`src/hw/rtl/b2c_pkg.sv`:
```
// Package for the bitplane-to-chunky converter with frame hash.
// Shared types, register indexes, limits and the plane spread function.
// No dependencies.
package b2c_pkg;

  localparam int unsigned NUM_PLANES  = 4;
  localparam int unsigned PIX_PER_WORD = 8;

  localparam logic [8:0]  MAX_LINE_PIXELS = 9'd320;
  localparam logic [7:0]  MAX_LINES       = 8'd200;
  localparam logic [31:0] HASH_POLY       = 32'h0000_008d;

  localparam logic [8:0]  PIXEL_COUNT_RST = 9'd320;
  localparam logic [2:0]  FINE_SKIP_RST   = 3'd0;
  localparam logic [7:0]  LINE_COUNT_RST  = 8'd200;

  typedef enum logic [1:0] {
    CFG_PIXEL_COUNT = 2'd0,
    CFG_FINE_SKIP   = 2'd1,
    CFG_LINE_COUNT  = 2'd2
  } cfg_index_t;

  typedef struct packed {
    logic [8:0] pixel_count;
    logic [2:0] fine_skip;
    logic [7:0] line_count;
  } cfg_t;

  // one converted result
  typedef struct packed {
    logic [31:0] hash;
    logic        eof;
    logic        eol;
    logic [31:0] word;
  } result_t;

  // plane byte -> bit k of each nibble, MSB is pixel 0
  function automatic logic [31:0] spread_plane(input logic [7:0] plane_byte,
                                               input logic [1:0] plane);
    logic [31:0] w;
    w = '0;
    for (int p = 0; p < PIX_PER_WORD; p++) begin
      w[4*p + int'(plane)] = plane_byte[7-p];
    end
    return w;
  endfunction

endpackage

```
`src/hw/rtl/b2c_shuffle.sv`:
```
// Planar-to-chunky bit shuffle and fine-skip funnel shift.
// Combinational; uses b2c_pkg.
module b2c_shuffle (
  input  logic [31:0] planes,      // plane0 [7:0] .. plane3 [31:24]
  input  logic [31:0] held_word,
  input  logic [2:0]  fine_skip,
  output logic [31:0] chunky_new,  // unshifted word of this transaction
  output logic [31:0] chunky_out   // funnel-shifted word
);
  import b2c_pkg::*;

  logic [63:0] funnel;
  logic [5:0]  shift_amt;

  always_comb begin
    chunky_new = '0;
    for (int k = 0; k < NUM_PLANES; k++) begin
      chunky_new = chunky_new | spread_plane(planes[8*k +: 8], 2'(k));
    end
  end

  assign shift_amt = {1'b0, fine_skip, 2'b00};
  assign funnel    = {chunky_new, held_word} >> shift_amt;
  assign chunky_out = (fine_skip != 3'd0) ? funnel[31:0] : chunky_new;

endmodule

```
`src/hw/rtl/b2c_track.sv`:
```
// Line/frame tracking, last-word masking and running hash.
// Holds the converter state; uses b2c_pkg.
module b2c_track (
  input  logic              clk,
  input  logic              rst_n,
  input  b2c_pkg::cfg_t     cfg,
  input  logic              fire,        // stage-1 transaction consumed
  input  logic [31:0]       chunky_new,
  input  logic [31:0]       chunky_out,
  output logic [31:0]       held_word,
  output logic              prime,       // current transaction only primes
  output b2c_pkg::result_t  res
);
  import b2c_pkg::*;

  logic [31:0] hash_r,  hash_nxt;
  logic [31:0] held_r,  held_nxt;
  logic [5:0]  words_r, words_nxt;
  logic [7:0]  lines_r, lines_nxt;
  logic        primed_r, primed_nxt;

  logic [8:0]  pix_eff;
  logic [7:0]  lines_eff;
  logic [8:0]  pix_p7;
  logic [5:0]  words_per_line;
  logic [31:0] mask;
  logic [31:0] hash_step;

  always_comb begin
    pix_eff = cfg.pixel_count;
    if (cfg.pixel_count == 9'd0) pix_eff = 9'd1;
    else if (cfg.pixel_count > MAX_LINE_PIXELS) pix_eff = MAX_LINE_PIXELS;
    lines_eff = cfg.line_count;
    if (cfg.line_count == 8'd0) lines_eff = 8'd1;
    else if (cfg.line_count > MAX_LINES) lines_eff = MAX_LINES;
  end

  assign pix_p7         = pix_eff + 9'd7;
  assign words_per_line = pix_p7[8:3];

  always_comb begin
    mask = '1;
    if (pix_eff[2:0] != 3'd0) begin
      for (int p = 0; p < PIX_PER_WORD; p++) begin
        mask[4*p +: 4] = (3'(p) < pix_eff[2:0]) ? 4'hf : 4'h0;
      end
    end
  end

  assign prime     = (cfg.fine_skip != 3'd0) && !primed_r;
  assign held_word = held_r;

  always_comb begin
    res.eol  = ({1'b0, words_r} + 7'd1) >= {1'b0, words_per_line};
    res.eof  = res.eol && (({1'b0, lines_r} + 9'd1) >= {1'b0, lines_eff});
    res.word = res.eol ? (chunky_out & mask) : chunky_out;
    hash_step = {hash_r[30:0], 1'b0} ^ (hash_r[31] ? HASH_POLY : 32'd0);
    res.hash = hash_step ^ res.word;
  end

  always_comb begin
    hash_nxt   = hash_r;
    held_nxt   = held_r;
    words_nxt  = words_r;
    lines_nxt  = lines_r;
    primed_nxt = primed_r;
    if (fire) begin
      held_nxt = chunky_new;
      if (prime) begin
        primed_nxt = 1'b1;
      end else if (res.eol) begin
        words_nxt  = '0;
        primed_nxt = 1'b0;
        if (res.eof) begin
          lines_nxt = '0;
          hash_nxt  = '0;
        end else begin
          lines_nxt = lines_r + 8'd1;
          hash_nxt  = res.hash;
        end
      end else begin
        words_nxt = words_r + 6'd1;
        hash_nxt  = res.hash;
      end
    end
  end

  always_ff @(posedge clk) begin
    if (!rst_n) begin
      hash_r   <= '0;
      held_r   <= '0;
      words_r  <= '0;
      lines_r  <= '0;
      primed_r <= 1'b0;
    end else begin
      hash_r   <= hash_nxt;
      held_r   <= held_nxt;
      words_r  <= words_nxt;
      lines_r  <= lines_nxt;
      primed_r <= primed_nxt;
    end
  end

endmodule

```
`src/hw/rtl/bitplane_to_chunky_with_hash.sv`:
```
// Top level of the bitplane-to-chunky converter with running frame hash.
// Uses b2c_pkg, b2c_shuffle and b2c_track.
//
// Each input transaction carries one byte from each of four bitplanes (eight
// pixels) and yields one 32-bit chunky word, pixel 0 in the lowest nibble,
// plane k in bit k of each nibble. With a nonzero fine_skip the first
// transaction of a line only primes the held word and produces no output;
// later words are funnel-shifted by fine_skip pixels. The last word of a line
// is masked to pixel_count and flagged with out_tlast; the last word of the
// last line also carries out_tuser, after which the hash restarts at zero.
// Timing: an input register feeds the shuffle/track logic, whose result is
// captured in the output register that drives out_tvalid. One transaction
// per cycle is sustained while out_tready stays high. Configuration is
// written through cfg_we/cfg_index/cfg_data and must only change while no
// transaction is in flight.
module bitplane_to_chunky_with_hash (
  input  logic        clk,
  input  logic        rst_n,
  // configuration write port
  input  logic        cfg_we,
  input  logic [1:0]  cfg_index,
  input  logic [8:0]  cfg_data,
  // input stream
  input  logic        in_tvalid,
  output logic        in_tready,
  input  logic [31:0] in_tdata,   // plane0_byte, plane1_byte, plane2_byte, plane3_byte
  // result stream
  output logic        out_tvalid,
  input  logic        out_tready,
  output logic [63:0] out_tdata,  // chunky_word, frame_hash
  output logic        out_tlast,  // end_of_line
  output logic        out_tuser   // end_of_frame
);
  import b2c_pkg::*;

  cfg_t        cfg_r, cfg_nxt;

  logic        s1_valid_r, s1_valid_nxt;
  logic [31:0] s1_data_r;
  logic        s1_fire;

  logic        out_valid_r, out_valid_nxt;
  result_t     out_res_r;

  logic [31:0] chunky_new;
  logic [31:0] chunky_out;
  logic [31:0] held_word;
  logic        prime;
  result_t     res;

  // configuration registers
  always_comb begin
    cfg_nxt = cfg_r;
    if (cfg_we) begin
      case (cfg_index_t'(cfg_index))
        CFG_PIXEL_COUNT: cfg_nxt.pixel_count = cfg_data;
        CFG_FINE_SKIP:   cfg_nxt.fine_skip   = cfg_data[2:0];
        CFG_LINE_COUNT:  cfg_nxt.line_count  = cfg_data[7:0];
        default:         cfg_nxt = cfg_r;
      endcase
    end
  end

  always_ff @(posedge clk) begin
    if (!rst_n) begin
      cfg_r.pixel_count <= PIXEL_COUNT_RST;
      cfg_r.fine_skip   <= FINE_SKIP_RST;
      cfg_r.line_count  <= LINE_COUNT_RST;
    end else begin
      cfg_r <= cfg_nxt;
    end
  end

  // stage 1 consumes its transaction when it only primes, or when the output
  // register is empty or being drained this cycle
  assign s1_fire   = s1_valid_r && (prime || !out_valid_r || out_tready);
  assign in_tready = !s1_valid_r || s1_fire;

  always_comb begin
    s1_valid_nxt = s1_valid_r;
    if (in_tvalid && in_tready) s1_valid_nxt = 1'b1;
    else if (s1_fire)           s1_valid_nxt = 1'b0;
  end

  always_ff @(posedge clk) begin
    if (!rst_n) s1_valid_r <= 1'b0;
    else        s1_valid_r <= s1_valid_nxt;
  end

  always_ff @(posedge clk) begin
    if (in_tvalid && in_tready) s1_data_r <= in_tdata;
  end

  b2c_shuffle u_shuffle (
    .planes     (s1_data_r),
    .held_word  (held_word),
    .fine_skip  (cfg_r.fine_skip),
    .chunky_new (chunky_new),
    .chunky_out (chunky_out)
  );

  b2c_track u_track (
    .clk        (clk),
    .rst_n      (rst_n),
    .cfg        (cfg_r),
    .fire       (s1_fire),
    .chunky_new (chunky_new),
    .chunky_out (chunky_out),
    .held_word  (held_word),
    .prime      (prime),
    .res        (res)
  );

  // output register
  always_comb begin
    out_valid_nxt = out_valid_r;
    if (s1_fire && !prime) out_valid_nxt = 1'b1;
    else if (out_tready)   out_valid_nxt = 1'b0;
  end

  always_ff @(posedge clk) begin
    if (!rst_n) out_valid_r <= 1'b0;
    else        out_valid_r <= out_valid_nxt;
  end

  always_ff @(posedge clk) begin
    if (s1_fire && !prime) out_res_r <= res;
  end

  assign out_tvalid = out_valid_r;
  assign out_tdata  = {out_res_r.hash, out_res_r.word};
  assign out_tlast  = out_res_r.eol;
  assign out_tuser  = out_res_r.eof;

`ifndef SYNTHESIS
  // end of frame only ever comes with end of line
  a_eof_has_eol: assert property (@(posedge clk) disable iff (!rst_n)
    out_tvalid |-> (!out_tuser || out_tlast))
    else $error("end_of_frame without end_of_line");

  // an emitting transaction always lands in the output register
  a_emit_loads_out: assert property (@(posedge clk) disable iff (!rst_n)
    (s1_fire && !prime) |=> out_valid_r)
    else $error("emitted result lost");

  // full pipe with stalled output must back-pressure the input
  a_backpressure: assert property (@(posedge clk) disable iff (!rst_n)
    (s1_valid_r && !prime && out_valid_r && !out_tready) |-> !in_tready)
    else $error("input accepted while pipeline stalled");
`endif

endmodule

```
`config.mk`:
```
export PLATFORM = sky130hd
export DESIGN_NAME = bitplane_to_chunky_with_hash
export DESIGN_NICKNAME = d
export VERILOG_FILES = /design/src/hw/rtl/b2c_pkg.sv /design/src/hw/rtl/b2c_shuffle.sv /design/src/hw/rtl/b2c_track.sv /design/src/hw/rtl/bitplane_to_chunky_with_hash.sv
export SDC_FILE = /design/constraint.sdc
export NUM_CORES = 1
export LEC_CHECK = 0
export BUFFER_PORTS_ARGS = -buffer_cell sky130_fd_sc_hd__buf_2
export CAP_MARGIN = 40
export CORE_ASPECT_RATIO = 0.7
export CORE_MARGIN = 1
export CORE_UTILIZATION = 43
export CTS_BUF_LIST = sky130_fd_sc_hd__clkbuf_16
export DETAILED_ROUTE_END_ITERATION = 7
export PLACE_DENSITY = 0.72
export SETUP_SLACK_MARGIN = 0.02
export SYNTH_ARGS = -nofsm -noshare
export SYNTH_HDL_FRONTEND = slang
export SYNTH_SLANG_ARGS = --single-unit
```
`constraint.sdc`:
```
create_clock -name clk -period 4.1 [get_ports clk]
set_input_delay 0.82 -clock clk [delete_from_list [all_inputs] [get_ports clk]]
set_output_delay 0.82 -clock clk [all_outputs]
set_load 0.02 [all_outputs]
```
; ---- Word level (Yosys, flattened, before mapping)
; Cells that the tools add are included.
[op_classes]
n_addsub = 5
magnitude_cmp = 12
n_eq_ne = 2
n_shift = 1
mux = 26
bitwise = 7
reduce_logical = 26
[op_table]
columns = operator, count
row1 = two-way mux 32 bit, 5
row2 = right shift 64 x 5 -> 32 bit, 1
row3 = bitwise XOR 32 bit, 2
row4 = AND 32 bit, 1
row5 = two-way mux 4 bit, 8
row6 = two-way mux 8 bit, 4
row7 = bitwise OR 32 x 31 -> 32 bit, 1
row8 = bitwise OR 32 bit, 1
row9 = bitwise OR 29 x 30 -> 30 bit, 1
row10 = two-way mux 9 bit, 2
row11 = less-than comparator 3 bit (first input constant), 4
row12 = AND reduction 2 bit, 5
row13 = adder 8 x 1 -> 9 bit (second input constant), 1
row14 = adder 9 x 3 -> 9 bit (second input constant), 1
row15 = greater-or-equal comparator 9 x 8 -> 1 bit, 1
row16 = > comparator 9 bit (second input constant), 1
row17 = zero test 9 bit, 1
row18 = adder 8 x 1 -> 8 bit (second input constant), 1
row19 = > comparator 8 bit (second input constant), 1
row20 = zero test 8 bit, 1
row21 = adder 6 x 1 -> 7 bit (second input constant), 1
row22 = greater-or-equal comparator 7 x 6 -> 1 bit, 1
row23 = adder 6 x 1 -> 6 bit (second input constant), 1
row24 = less-than comparator 1 x 3 -> 1 bit (first input constant), 2
row25 = 13 further kinds, 31
[word_totals]
register_bits = 199
in_bits = 48
output_inout_bits = 68
elab_cells = 94

; ---- Logic depth before layout (Yosys ltp)
[logic_depth]
ltp_word = 11
mapped_depth = 14
mapped_depth_nobuf = 12

; ---- Cells and area by module
; A second synthesis with hierarchy kept.
[unflattened]
hier_cells = 954
hier_area_um2 = 10167.3
[modules_own_cells]
columns = mod, n_inst, cells_each, area_each_um2, seq_area_each_um2
row1 = b2c_track, 1, 479, 4295.4, 1581.5
row2 = bitplane_to_chunky_with_hash, 1, 188, 3846.2, 3383.2
row3 = b2c_shuffle, 1, 287, 2025.7, 0.0

; ---- Worst setup path after synthesis
; No wires, ideal clock.
[synth_timing]
path_kind = register -> register
start = register cfg_r[14] (netlist bit)
end = register out_res_r, in the netlist out_tdata[56], data pin
arrival_ns = 3.133
required_ns = 3.842
slack_ns = 0.709
stages_incl_launch_ff = 13
path_buffers = 0
path_cell_list = dfxtp_1 > or3_1 > o22ai_4 > nand4_1 > nor2_1 > a21oi_1 > o22ai_1 > ha_1 > a21o_1 > a311oi_4 > nor3b_4 > or2_4 > xnor2_1
[synth_lines]
columns = element, line_no
row1 = from (decl), bitplane_to_chunky_with_hash.sv:36  ; cfg_t cfg_r, cfg_nxt;
row2 = from (signal assigned), bitplane_to_chunky_with_hash.sv:70  ; cfg_r <= cfg_nxt;
row3 = to (signal assigned), bitplane_to_chunky_with_hash.sv:127  ; if (s1_fire && !prime) out_res_r <= res;
row4 = to (decl), bitplane_to_chunky_with_hash.sv:43  ; result_t out_res_r;

==> reports/metrics.yaml <==
grt_setup_unrepaired: "no"
synth_top_area_cell: "edfxtp_1"
grtUsageTotal: 0.2057
drt_first_iter_violations: 729
critical-path-top-cell-by-count: "a21oi_1"
detail_route.drc_violations: 0
insertedDiodeCount: 0
run_status: "completed"
cpMaxStageDelayCell: "or3_1"
post_cts_resized: 0
h-tree-depth: 4
crit_chain: "or3_1 > o22ai_4 > nand4_1 > nor2_1 > a21oi_1 > o22ai_1 > ha_1 > a21o_1 > a22oi_1 > buf_4 > a21oi_1 > or2_2 > xnor2_1"
crit-reg2reg-launch: "cfg_r[14]$_SDFFE_PN0P_"
setup.worst_path.end_class: "flop"
pin_count: 116
sequential_area_share_after_synthesis: 0.4709
clock_tree.buffer_depth: 2
period_share: 0.9031
pwr_density_cell_nw_per_um2: 387.0
grt_first_pass_wirelength_mm: 39.28
detail_route.vias_per_cell: 5.579
timing.final.hold_violations: 0
wire_per_inst_um: 18.11
gpl.final_weighted_congestion: 0.8665
placed_wire_length_estimate_after_detailed_placement_mm: 17.86
ys_top_cells_by_count: "118 x nand2_1, 98 x edfxtp_1, 97 x dfxtp_1"
fin_hold_ws_ps: 468.2
core_area_sq_um: 23640
synthesis.area_sq_um: 10370
mappedNetlistNets: 1016
cts_post_setup_buffers_inserted: 0
slew_violations: 0
holdBufCountCts: 0
postRouteWirelength_mm: 24.91
number_of_flops_mapped_to_enable_cells_by_yosys: 98
max_slew_margin: 0.4098
worstPathMaxFanout: 8
fmax_mhz: 270.1
timing_worst_slew_pin_value_ps: 885.3
yosysTopAreaCellShare: 0.2837
min_from: "u_track.held_word[4]$_SDFFE_PN0P_"
yosys_warnings: 0
syn2layout_area_growth_pct: 14.18
grt_start_max_net_pins: 70
async_flop_share: 0
totalNegativeSetupSlack_ps: 0
total_global_routing_overflow: 0
dr_total_vias: 7677
critPathLaunch: "cfg_r[14]$_SDFFE_PN0P_"
timing.final.setup_violations: 0
worst_ir_drop_on_vdd_uv: 306.3
critical_path_arrival_ps: 3900
antenna_violations_before_repair: 0
fraction_of_layout_instances_using_a_drive_strength_above_1: 0.2561
numClockSinks: 195
clk_latency_ps: 450
min_delay_worst_endpoint: "u_track.held_word[4]$_SDFFE_PN0P_"
reg2reg_setup_slack_ps: 400
start_util: 0.4388
cts-root-buf: "clkbuf_16"
most_used_flip_flop_cell_after_synthesis: "edfxtp_1"
yosysUniqueCellTypes: 65
maximum_clock_skew_at_final_layout_ps: 11.65
fin_nets: 1109
route.antenna.remaining_nets: 0
syn_area_per_cell_sq_um: 10.90
p_leak_nw: 4.519
cap_viol_max_count: 0
synth_area_leaders: "edfxtp_1 28%, dfxtp_1 19%, mux4_2 6.7%"
worst_hold_path.num_cells: 2
period_needed_ps: 3703
worstReg2RegEnd: "out_tdata[44]$_DFFE_PP_"
length_of_the_first_detailed_routing_pass_in_iterations: 7
placement.io_buffers: 115
first_global_vias: 6974
tritoncts: "built"
synthMostInstantiatedCell: "nand2_1"
setup.worst_path.start_class: "flop"
die_h_um: 132.0
synth_seq_cells: 195
clk_transition_reported_paths_ps: 80
cp.required_ps: 4300
floorplan.die.width_um: 187.6
cts_made_buffers: 17
postSynthCellCount: 952
timing.critical_path.slowest_cell_delay_ps: 450
worst-r2r-cell-count: 13
setup.worst_path.class: "flop to flop"
design.die.area_sq_um: 24760
core.rowCount: 47
worst_hold_path_type: "flop to flop"
-- critical path: cells and delay by family, from the launching register on --
kind | cells | cell delay [ps]
compound gates | 6 | 1180
xor+xnor | 1 | 130
fa+ha+maj | 1 | 300
buf+inv | 1 | 170
flops | 1 | 380
simple gates | 4 | 1290
-- registers in the layout, indices dropped and copies added, names as in the netlist --
register and cells:
u_track.held_word 28, u_track.lines_r 8, u_track.hash_r 32, s1_valid_r 1
cfg_r 20, out_tdata 64, u_track.words_r 6, out_tvalid 1
out_tuser 1, u_track.primed_r 1, s1_data_r 32, out_tlast 1
-- cells in the final DEF, fill, tap and decap left out, drive strengths merged, types with 31 or more instances in the layout --
master  instances
buf           133
nand2         118
edfxtp         98
dfxtp          97
inv            49
mux2i          46
a21boi         45
nor2           42
o21ai          40
xnor2          39
mux4           31
-- metrics by stage --
| stage | instance area, sq um | setup slack [ps] | utilization | cells | total power (W) |
|---|---|---|---|---|---|
| floorplan | 10370 | 708.9 | - | 952 | 0.002753 |
| global placement | 11230 | 360.1 | 0.4752 | 1342 | 0.002945 |
| detailed placement | 11270 | 283.3 | 0.4767 | 1344 | 0.002963 |
| CTS | 11840 | 263.8 | 0.5008 | 1376 | 0.004614 |
| global route | 11850 | 41.55 | 0.5011 | 1376 | 0.004754 |
| finish | 11850 | 397.4 | 0.5011 | 1376 | 0.004584 |
-- per-layer routing --
| layer | track usage | routed length, um | up-vias | part of all wire |
|---|---|---|---|---|
| li1 | - | - | 3682 | - |
| met1 | 0.3216 | 12600 | 3664 | 0.51 |
| met2 | 0.2753 | 10040 | 304 | 0.40 |
| met3 | 0.04898 | 1900 | 27 | 0.076 |
| met4 | 0.06233 | 373 | 0 | 0.015 |
| met5 | 0 | 0 | - | 0 |
-- cell type report --
class | instances | area, sq um
clock inverters | 15 | 146.4
inverters | 43 | 161.4
fillers | 2129 | 11800
flip-flops and latches | 195 | 4887
clock buffers | 17 | 425.4
repair buffers | 133 | 743.2
multi-input cells | 655 | 5084
well taps | 318 | 397.9
-- how the worst max path moves through the flow --
stage / endpoint
after floorplan: out_tdata[56]$_DFFE_PP_
after global placement: out_tdata[43]$_DFFE_PP_
after detailed placement: out_tdata[43]$_DFFE_PP_
after CTS: out_tdata[41]$_DFFE_PP_
after global routing: out_tdata[47]$_DFFE_PP_
final: out_tdata[44]$_DFFE_PP_
-- report_power, final --
| group | switching (W) | internal (W) |
|---|---|---|
| clock network | 0.000802 | 0.000856 |
| logic | 0.000371 | 0.000272 |
| registers | 0.0000938 | 0.00219 |
-- logic make-up (layout without fill, tap and decap cells) --
family / after synthesis / after routing / synth area share
simple gates: 296 / 296 / 0.1463
compound gates: 208 / 208 / 0.1566
flops: 195 / 195 / 0.4709
buf+inv: 102 / 208 / 0.04149
mux: 88 / 88 / 0.1236
xor+xnor: 47 / 47 / 0.04185
fa+ha+maj: 16 / 16 / 0.01930
Power figures use the tool's default switching activity.
